**config.mk**
```make
export PLATFORM = sky130hd
export DESIGN_NAME = grid_max_path_dp_unit
export DESIGN_NICKNAME = d
export VERILOG_FILES = /design/src/hw/rtl/gmp_pkg.sv /design/src/hw/rtl/gmp_ram.sv /design/src/hw/rtl/gmp_cell_dp.sv /design/src/hw/rtl/grid_max_path_dp_unit.sv
export SDC_FILE = /design/constraint.sdc
export NUM_CORES = 2
export LEC_CHECK = 0
export BUFFER_PORTS_ARGS = -buffer_cell sky130_fd_sc_hd__buf_2
export CAP_MARGIN = 20
export CELL_PAD_IN_SITES_DETAIL_PLACEMENT = 1
export CELL_PAD_IN_SITES_GLOBAL_PLACEMENT = 1
export CORE_UTILIZATION = 40
export DETAILED_ROUTE_END_ITERATION = 7
export PLACE_DENSITY = 0.61
export SYNTH_ARGS = -nofsm -noshare
export SYNTH_HDL_FRONTEND = slang
export SYNTH_SLANG_ARGS = --single-unit
```
**constraint.sdc**
```tcl
create_clock -name clk -period 31.5 [get_ports clk]
set_clock_uncertainty 0.05 [all_clocks]
set_input_delay 9.45 -clock clk [delete_from_list [all_inputs] [get_ports clk]]
set_output_delay 9.45 -clock clk [all_outputs]
set_load 0.02 [all_outputs]
```
**src/hw/rtl/gmp_pkg.sv**
```systemverilog
// Shared widths, register indexes and neighbour control type for the grid max-path block.
package gmp_pkg;

  localparam int CELL_W      = 16;
  localparam int SUM_W       = 32;
  localparam int ROW_CNT_W   = 7;
  localparam int COL_CNT_W   = 16;
  localparam int CFG_IDX_W   = 2;
  localparam int CFG_DATA_W  = 16;

  localparam logic [CFG_IDX_W-1:0] REG_ROW_COUNT    = 2'd0;
  localparam logic [CFG_IDX_W-1:0] REG_COLUMN_COUNT = 2'd1;

  localparam logic [ROW_CNT_W-1:0] ROW_COUNT_RESET    = 7'd4;
  localparam logic [COL_CNT_W-1:0] COLUMN_COUNT_RESET = 16'd4;

  // which left neighbours take part in the current cell's update
  typedef struct packed {
    logic first_col;
    logic has_up;
    logic has_below;
  } gmp_nbr_ctrl_t;

endpackage

```
**src/hw/rtl/gmp_ram.sv**
```systemverilog
// Generic single-write, single-read RAM with registered read data.
module gmp_ram #(
  parameter int WIDTH = 32,
  parameter int DEPTH = 64,
  parameter int AW    = 6
) (
  input  logic             clk,
  input  logic             wr_en,
  input  logic [AW-1:0]    wr_addr,
  input  logic [WIDTH-1:0] wr_data,
  input  logic             rd_en,
  input  logic [AW-1:0]    rd_addr,
  output logic [WIDTH-1:0] rd_data
);

  logic [WIDTH-1:0] mem [DEPTH];

  always_ff @(posedge clk) begin
    if (wr_en) begin
      mem[wr_addr] <= wr_data;
    end
    if (rd_en) begin
      rd_data <= mem[rd_addr];
    end
  end

endmodule

```
**src/hw/rtl/gmp_cell_dp.sv**
```systemverilog
// Cell update: three-way max over the left neighbours, add, and saturate.
module gmp_cell_dp import gmp_pkg::*; (
  input  gmp_nbr_ctrl_t    ctrl,
  input  logic [SUM_W-1:0] up,
  input  logic [SUM_W-1:0] here,
  input  logic [SUM_W-1:0] below,
  input  logic [CELL_W-1:0] gold,
  output logic [SUM_W-1:0] best,
  output logic             clip
);

  logic [SUM_W-1:0] prev;
  logic [SUM_W-1:0] max_a;
  logic [SUM_W:0]   sum;

  always_comb begin
    max_a = here;
    if (ctrl.has_up && up > max_a) begin
      max_a = up;
    end
    if (ctrl.has_below && below > max_a) begin
      max_a = below;
    end
    prev = ctrl.first_col ? '0 : max_a;
    sum  = {1'b0, prev} + (SUM_W + 1)'(gold);
    clip = sum[SUM_W];
    best = clip ? '1 : sum[SUM_W-1:0];
  end

endmodule

```
**src/hw/rtl/grid_max_path_dp_unit.sv**
```systemverilog
// Grid max-path top: input register, cell update, column store and result register.
// Throughput: one cell per cycle; the column store is read two rows ahead of the cell being
// updated, so no bubbles. A grid's last cell waits only while the previous result is unaccepted.
// A cell waits in the input register and is updated when it fires; out_valid for a grid rises
// at the same edge at which its last cell is updated.
// Reset (rst, synchronous): registers return to 4 rows by 4 columns, a new grid starts.
// The column store needs no clearing: only entries written in the current grid are read.
module grid_max_path_dp_unit import gmp_pkg::*; #(
  parameter int MAX_ROWS = 64
) (
  input  logic                  clk,
  input  logic                  rst,
  input  logic                  in_valid,
  output logic                  in_ready,
  input  logic [CELL_W-1:0]     cell_value,
  output logic                  out_valid,
  input  logic                  out_ready,
  output logic [SUM_W-1:0]      max_total,
  output logic                  saturated,
  input  logic                  cfg_valid,
  output logic                  cfg_ready,
  input  logic [CFG_IDX_W-1:0]  cfg_index,
  input  logic [CFG_DATA_W-1:0] cfg_data
);

  localparam int AW = (MAX_ROWS > 1) ? $clog2(MAX_ROWS) : 1;
  localparam int RW = $clog2(MAX_ROWS + 1);
  localparam int CW = COL_CNT_W + 1;

  logic [ROW_CNT_W-1:0] row_count;
  logic [COL_CNT_W-1:0] column_count;

  logic                 in_full;
  logic [CELL_W-1:0]    cell_q;

  logic [AW-1:0]        row_pos;
  logic [COL_CNT_W-1:0] col_pos;
  logic [SUM_W-1:0]     run_max;
  logic                 clip_seen;

  logic [SUM_W-1:0]     up_reg;
  logic [SUM_W-1:0]     here_reg;
  logic [SUM_W-1:0]     row0_best;
  logic [SUM_W-1:0]     row1_best;
  logic                 use_row1;
  logic [SUM_W-1:0]     ram_q;

  logic [RW-1:0]        rows_eff;
  logic [COL_CNT_W-1:0] cols_eff;
  logic [AW-1:0]        r_eff;
  logic                 last_row;
  logic                 last_col;
  logic                 last_cell;
  logic                 fire;
  logic [SUM_W-1:0]     below_val;
  logic [SUM_W-1:0]     best;
  logic                 clip_now;
  logic [SUM_W-1:0]     run_max_next;
  gmp_nbr_ctrl_t        nbr;

  always_comb begin
    if (row_count == '0) begin
      rows_eff = RW'(1);
    end else if (32'(row_count) > MAX_ROWS) begin
      rows_eff = RW'(MAX_ROWS);
    end else begin
      rows_eff = RW'(row_count);
    end
    cols_eff = (column_count == '0) ? COL_CNT_W'(1) : column_count;

    if ((RW + 1)'(row_pos) >= (RW + 1)'(rows_eff)) begin
      r_eff = AW'(rows_eff - RW'(1));
    end else begin
      r_eff = row_pos;
    end

    last_row  = ((RW + 1)'(r_eff) + (RW + 1)'(1)) >= (RW + 1)'(rows_eff);
    last_col  = (CW'(col_pos) + CW'(1)) >= CW'(cols_eff);
    last_cell = last_row && last_col;

    nbr.first_col = (col_pos == '0);
    nbr.has_up    = (r_eff != '0);
    nbr.has_below = !last_row;

    below_val = use_row1 ? row1_best : ram_q;

    run_max_next = (last_col && best > run_max) ? best : run_max;
  end

  // a non-final cell never waits for the output slot
  assign fire      = in_full && (!last_cell || !out_valid || out_ready);
  assign in_ready  = !in_full || fire;
  assign cfg_ready = 1'b1;

  gmp_cell_dp u_cell (
    .ctrl  (nbr),
    .up    (up_reg),
    .here  (here_reg),
    .below (below_val),
    .gold  (cell_q),
    .best  (best),
    .clip  (clip_now)
  );

  // read two rows ahead: the next cell's lower neighbour from the previous column
  gmp_ram #(
    .WIDTH (SUM_W),
    .DEPTH (MAX_ROWS),
    .AW    (AW)
  ) u_col_ram (
    .clk     (clk),
    .wr_en   (fire),
    .wr_addr (r_eff),
    .wr_data (best),
    .rd_en   (fire),
    .rd_addr (AW'(r_eff + AW'(2))),
    .rd_data (ram_q)
  );

  always_ff @(posedge clk) begin
    if (in_ready && in_valid) begin
      cell_q <= cell_value;
    end
    if (fire) begin
      if (r_eff == '0) begin
        row0_best <= best;
      end
      if (r_eff == AW'(1)) begin
        row1_best <= best;
      end
      if (!last_row) begin
        up_reg   <= here_reg;
        here_reg <= below_val;
      end else begin
        here_reg <= (r_eff == '0) ? best : row0_best;
      end
      if (last_cell) begin
        max_total <= run_max_next;
        saturated <= clip_seen | clip_now;
      end
    end
  end

  always_ff @(posedge clk) begin
    if (rst) begin
      row_count    <= ROW_COUNT_RESET;
      column_count <= COLUMN_COUNT_RESET;
      in_full      <= 1'b0;
      out_valid    <= 1'b0;
      row_pos      <= '0;
      col_pos      <= '0;
      run_max      <= '0;
      clip_seen    <= 1'b0;
      use_row1     <= 1'b1;
    end else begin
      if (in_ready) begin
        in_full <= in_valid;
      end

      if (fire && last_cell) begin
        out_valid <= 1'b1;
      end else if (out_ready) begin
        out_valid <= 1'b0;
      end

      if (cfg_valid) begin
        case (cfg_index)
          REG_ROW_COUNT: begin
            row_count <= cfg_data[ROW_CNT_W-1:0];
          end
          REG_COLUMN_COUNT: begin
            column_count <= cfg_data[COL_CNT_W-1:0];
          end
          default: begin
          end
        endcase
      end

      // a register write restarts the grid
      if (cfg_valid && (cfg_index inside {REG_ROW_COUNT, REG_COLUMN_COUNT})) begin
        row_pos   <= '0;
        col_pos   <= '0;
        run_max   <= '0;
        clip_seen <= 1'b0;
        use_row1  <= 1'b1;
      end else if (fire) begin
        if (!last_row) begin
          row_pos   <= AW'(r_eff + AW'(1));
          use_row1  <= 1'b0;
          run_max   <= run_max_next;
          clip_seen <= clip_seen | clip_now;
        end else begin
          row_pos  <= '0;
          use_row1 <= 1'b1;
          if (!last_col) begin
            col_pos   <= col_pos + COL_CNT_W'(1);
            run_max   <= run_max_next;
            clip_seen <= clip_seen | clip_now;
          end else begin
            col_pos   <= '0;
            run_max   <= '0;
            clip_seen <= 1'b0;
          end
        end
      end
    end
  end

  a_row_in_range: assert property (@(posedge clk) disable iff (rst)
    (RW + 1)'(row_pos) < (RW + 1)'(rows_eff))
    else $error("row position beyond row count");

  a_row1_at_col_start: assert property (@(posedge clk) disable iff (rst)
    use_row1 |-> (row_pos == '0))
    else $error("row-one window source selected away from row zero");

  a_result_loaded: assert property (@(posedge clk) disable iff (rst)
    (fire && last_cell) |=> out_valid)
    else $error("last cell of grid gave no result");

  a_final_not_lost: assert property (@(posedge clk) disable iff (rst)
    (in_full && last_cell && out_valid && !out_ready) |-> !fire)
    else $error("final cell updated while result slot is full");

endmodule

```
After elaboration in Yosys (flattened, before gate mapping)
Memories as Yosys holds them, arrays and structs flattened. A register that Yosys moved wholly into a read port is not among the register bits.
Cells that the tools add are included.
{"block": "totals", "reg_bits": 258, "mem_bits_rw": 2048, "inputBits": 39, "output_inout_bits": 36, "n_memories": 1}
{"block": "op_classes", "n_addsub": 7, "magnitude_cmp": 7, "n_eq_ne": 2, "muxes": 23, "n_bitwise": 2, "n_reduce_logical": 30}
{"memory": "u_col_ram.mem", "depth": 64, "word_bits": 32, "rd": 1, "rd_ports_with_merged_regs": 1, "wr": 1, "line_no": "gmp_ram.sv:16", "rtl": "logic [WIDTH-1:0] mem [DEPTH];"}
{"op": "$mux W32", "count": 10}
{"op": "$gt A32 B32 Y1", "count": 3}
{"op": "$add A32 B16 Y33", "count": 1}
{"op": "$logic_not A16 Y1", "count": 2}
{"op": "$mux W16", "count": 2}
{"op": "$add A16 B1 Y17 const B", "count": 1}
{"op": "$ge A17 B16 Y1", "count": 1}
{"op": "$add A16 B1 Y16 const B", "count": 1}
{"op": "$mux W7", "count": 2}
{"op": "$mux W6", "count": 2}
{"op": "$reduce_and A2 Y1", "count": 6}
{"op": "$logic_and A1 B1 Y1", "count": 8}
{"op": "$add A6 B1 Y7 const B", "count": 1}
{"op": "$ge A6 B7 Y1", "count": 1}
{"op": "$ge A7 B7 Y1", "count": 1}
{"op": "$gt A7 B7 Y1 const B", "count": 1}
{"op": "$logic_not A7 Y1", "count": 1}
{"op": "$mux W1", "count": 7}
{"op": "$add A6 B1 Y6 const B", "count": 1}
{"op": "$add A6 B2 Y6 const B", "count": 1}
{"op": "$eq A6 B1 Y1 const B", "count": 1}
{"op": "$logic_not A6 Y1", "count": 1}
{"op": "$reduce_bool A6 Y1", "count": 1}
{"op": "$sub A6 B1 Y6 const B", "count": 1}
{"op": "8 further kinds", "count": 14}

Logic depth before layout (Yosys ltp)
{"block": "logic_depth", "depth_word": 19, "depth_mapped": 62, "mapped_depth_nobuf": 50}

Modules after synthesis
From an unflattened synthesis, not the netlist that was laid out.
{"block": "unflattened", "cells_unflattened": 4832, "hier_area_um2": 95032.4}
{"mod": "gmp_ram", "n_inst": 1, "cells_each": 3324, "area_each_um2": 78835.6, "seq_area_each_um2": 62459.9}
{"mod": "grid_max_path_dp_unit", "n_inst": 1, "cells_each": 968, "area_each_um2": 12318.1, "seq_area_each_um2": 6936.7}
{"mod": "gmp_cell_dp", "n_inst": 1, "cells_each": 540, "area_each_um2": 3878.7, "seq_area_each_um2": 0.0}

Worst setup path after synthesis
OpenSTA, ideal clock, no wires.
{"block": "synth_timing", "path_type": "input to output", "startpoint": "input port out_ready", "endpoint": "output port in_ready", "t_arrival_ns": 9.837, "required_ns": 22.000, "path_slack_ns": 12.163, "stages": 2, "n_path_buf": 0, "cell_sequence": "nor2b_1 > nand3_1"}
{"block": "synth_between", "elab_chain_len": 3}
{"item": "from (decl)", "line_no": "grid_max_path_dp_unit.sv:17", "rtl": "input logic out_ready,"}
{"item": "$logic_or A1 B1 Y1", "line_no": "grid_max_path_dp_unit.sv:91", "rtl": "assign fire = in_full && (!last_cell || !out_valid || out_ready);"}
{"item": "$logic_and A1 B1 Y1", "line_no": "grid_max_path_dp_unit.sv:91"}
{"item": "$logic_or A1 B1 Y1", "line_no": "grid_max_path_dp_unit.sv:92", "rtl": "assign in_ready = !in_full || fire;"}
{"item": "to (decl)", "line_no": "grid_max_path_dp_unit.sv:14", "rtl": "output logic in_ready,"}
No other way between the ends.

Worst setup path after layout
Same ends and word-level chain as after synthesis.

==> results.txt <==
Compared with the post-synthesis result, the final layout area differs by 13.5%. Synthesis inferred 2,338 register bits. The number of filler cells placed in the layout is between 20,000 and 25,000. The worst setup path is captured at an output port. The hold buffer count at CTS came out at 0.

By area, the combinational part of the netlist is dominated by multiplexers. The flip-flop count of the largest register after layout is 2,048. The min-delay analysis places its worst path in the category reg2reg. Tracing the worst setup path back leads to its startpoint at out_ready. The depth of the CTS H-tree came out at 4. The average wire per standard cell is 32.0 um.

The die area is 239,000 um2. The TritonCTS clock tree is yes. The run finished with clean final reports.

By area the synthesized netlist is led by edfxtp_1 (72%), mux4_2 (15%), ha_1 (2.0%). The worst setup path is launched from a primary input. The clock reaches the later pin of the worst-skew pair after 890 ps. The gate count after technology mapping came out at approximately 4,700. The critical path is of the in2out type. The count of synthesis-stage warnings from yosys came out at 0. The number of search-and-repair iterations in the first detailed-routing pass is 5. Setup repair after global routing left no endpoint under its margin.

The fraction of the core area covered by cells at the end of the flow is 45.7%. For this run, the leading register cell type out of synthesis is edfxtp_1. The least setup slack across all paths after layout came out at 11,690 ps. At the worst endpoint, the required time is roughly 22,000 ps. At the pin with the least slew margin, the transition time is roughly 1000 ps.

The clock-pin slew of the registers on the worst-case setup and hold paths came out at roughly 60 ps. Setup total negative slack on the finished layout was measured at 0 ps. In the layout the commonest cells are edfxtp_1 (2,257), mux4_2 (643), clkbuf_16 (234), nor2_1 (160), nand2_1 (152). For this design the ratio of total power to cell area is 66.0 nW/um2.

The routed design could run at a clock period as short as 19,810 ps. The synthesized netlist devotes 2.97% of its cell area to compound gates. Post-CTS repair changed the size of 0 cells. The met2 routing resource usage after global routing came out at 36.9%. The synthesized netlist devotes 2.76% of its cell area to simple gates. The vertical extent of the die came out at around 490 um. The number of failing hold endpoints at the final stage came out at 0. The post-route netlist has approximately 27% of its cells at a drive strength greater than 1. Summed over all cells, the static leakage comes to 34.9 nW.

The fraction of synthesized area in multiplexers is roughly 17%. Entering global routing, the biggest net connects 125 pins. The number of setup buffers added after CTS is 0. In the global route stage, met3 resource usage came out at 2.82%.

The biggest area contributor in the post-synthesis netlist is edfxtp_1. The via total after detailed routing is between 40,000 and 50,000. The beginning of the worst register-to-register path is row_count[4]$_SDFFE_PP0P_. The worst path uses 62.9% of the clock period. The number of slew-limit violations in the final report was 0. Routability-driven placement finished with a final weighted congestion of 0.818. The unique cell type count in the Yosys netlist is 89. The buffer levels on the longest clock path is 3.

The initial antenna violation count is 15. At the worst endpoint, the arrival time is 10,310 ps. The post-synthesis cell area is between 90,000 and 100,000 um2. The HPWL reported at the end of detailed placement came out at 143,000 um. The sequential share of the synthesized area came out at 73.2%.

The first global-routing pass estimated 372,000 um of wire. The endpoint of the worst hold-timing path is up_reg[7]$_DFFE_PP_. The via-per-instance ratio came out at 5.80. The register with the highest flop count is u_col_ram.mem. The share of flip-flops with an asynchronous set or reset after synthesis is 0%.

The total clock buffers created by CTS came out at 233. The total clock sinks came out at 2,338. The total wirelength of the detailed-routed design came out at 264,000 um. The synthesized netlist net count is 4,863.

The final number of setup-violating endpoints came out at 0. The DRC marker count from the first detailed-route iteration came out at between 4,000 and 5,000. The maximum vdd drop came out at 48.7 uV. Across the run, the number of max-cap violations was 0. Headroom to the max-slew limit came out at 30.9%. After global routing, the most crowded layer is met2. The area of the core came out at 235,000 um2. The final layout net count is 5,103. The share of the synthesized netlist area taken by xor and xnor gates is 0.425%. The number of global-route vias before repair came out at 49,600. The effective utilization at floorplan is 40.3%. In this run the critical register-to-register path is captured at run_max[10]$_SDFFE_PP0P_. Measured in cells, the most critical reg-to-reg path has a length of between 50 and 60. The top cell type by area accounts for 71.5% of the synthesized area. Averaged over all synthesized cells, the footprint is 20.3 um2. The number of buffers inserted by port buffering is 73. The critical-path maximum fanout is 3. The number of remaining DRC errors came out at 0. The maximum clock frequency is 0.0505 GHz. Along the worst hold path, the cell count comes to 0. The count of flip-flops with a built-in enable after synthesis is 2,257.

The total power of the final layout is roughly 7.1 mW. The floorplan die width came out at 489 um. The routing usage on met1 came out at 30.2%. The minimum setup slack among reg-to-reg paths came out at around 16,000 ps. The worst setup timing slack at the placement stage came out at 11,750 ps.

Leaving out fill and tap cells, the most frequent cell in the layout is edfxtp_1. In this run the most critical hold path is launched from here_reg[7]$_DFFE_PP_. The number of antenna-violating nets in the routed design came out at 0. The final global-route overflow total came out at 0. The number of placement rows is 178.

In the global route stage, overall resource usage came out at 22.2%. CTS placed an instance of clkbuf_16 at the clock tree root. The number of top-level pins is 75. The arithmetic-cell share of the synthesized area counting full adders, half adders and majority gates came out at 2.01%.
## kinds of logic after synthesis
family                   after synthesis
adder cells (fa/ha/maj)              152
AND/OR/NAND/NOR                      578
other                                  1
multiplexers                         810
XOR/XNOR                              46
buffers and inverters                334
flip-flops                          2338
AO/OA/AOI/OAI                        413
## power by group
| group | internal [mW] | switching [mW] |
|---|---|---|
| clock network | 1.50 | 1.19 |
| registers | 3.48 | 0.0154 |
| logic | 0.361 | 0.561 |
| total | 5.34 | 1.77 |
## worst max-delay path, stage by stage
cell	delay (ps)
buf_2	110
nor2b_1	340
nand3_1	190
buf_2	220
## final cells by class
type	instances	area [um2]	share of cell area [%]
clock buffers	283	6100	5.67
multi-input cells	2000	24800	23.0
flip-flops and latches	2338	69400	64.5
clock inverters	134	1240	1.16
diodes	7	17.5	0.0163
repair buffers	224	1640	1.52
inverters	115	449	0.418
well taps	3150	3940	3.66
## cells in the mapped netlist (29+ instances only)
cell type and count:
ha_1 151, nand2_1 156, nand3_1 52, dfxtp_1 81, buf_2 81, o21ai_0 65
a21oi_1 121, mux4_2 643, mux2_2 48, a22o_1 29, nor2_1 230, edfxtp_1 2257
clkbuf_1 115, inv_1 112, mux2i_1 118, a211oi_1 33, nand4_1 29
## worst max path at each step
stage	to	slack, ps
floorplan	in_ready	12160
finish	in_ready	11690
CTS	in_ready	11670
global route	in_ready	11650
global placement	in_ready	11730
detailed placement	in_ready	11750
## metal layers
metal | up-vias | share of wire [%]
li1 | 19800 | -
met1 | 26200 | 42
met2 | 1444 | 49
met3 | 355 | 5.5
met4 | 2 | 3.2
met5 | - | 0.0064
## through the flow
step                      hold WS [ps]  instances  area (um2)
after floorplan                    376       4672       94800
after global placement             383       7823      100000
after detailed placement           386       7825      100000
after CTS                          398       8242      107000
after global routing               412       8245      108000
final                              397       8251      108000
(Power assumes the default switching activity.)
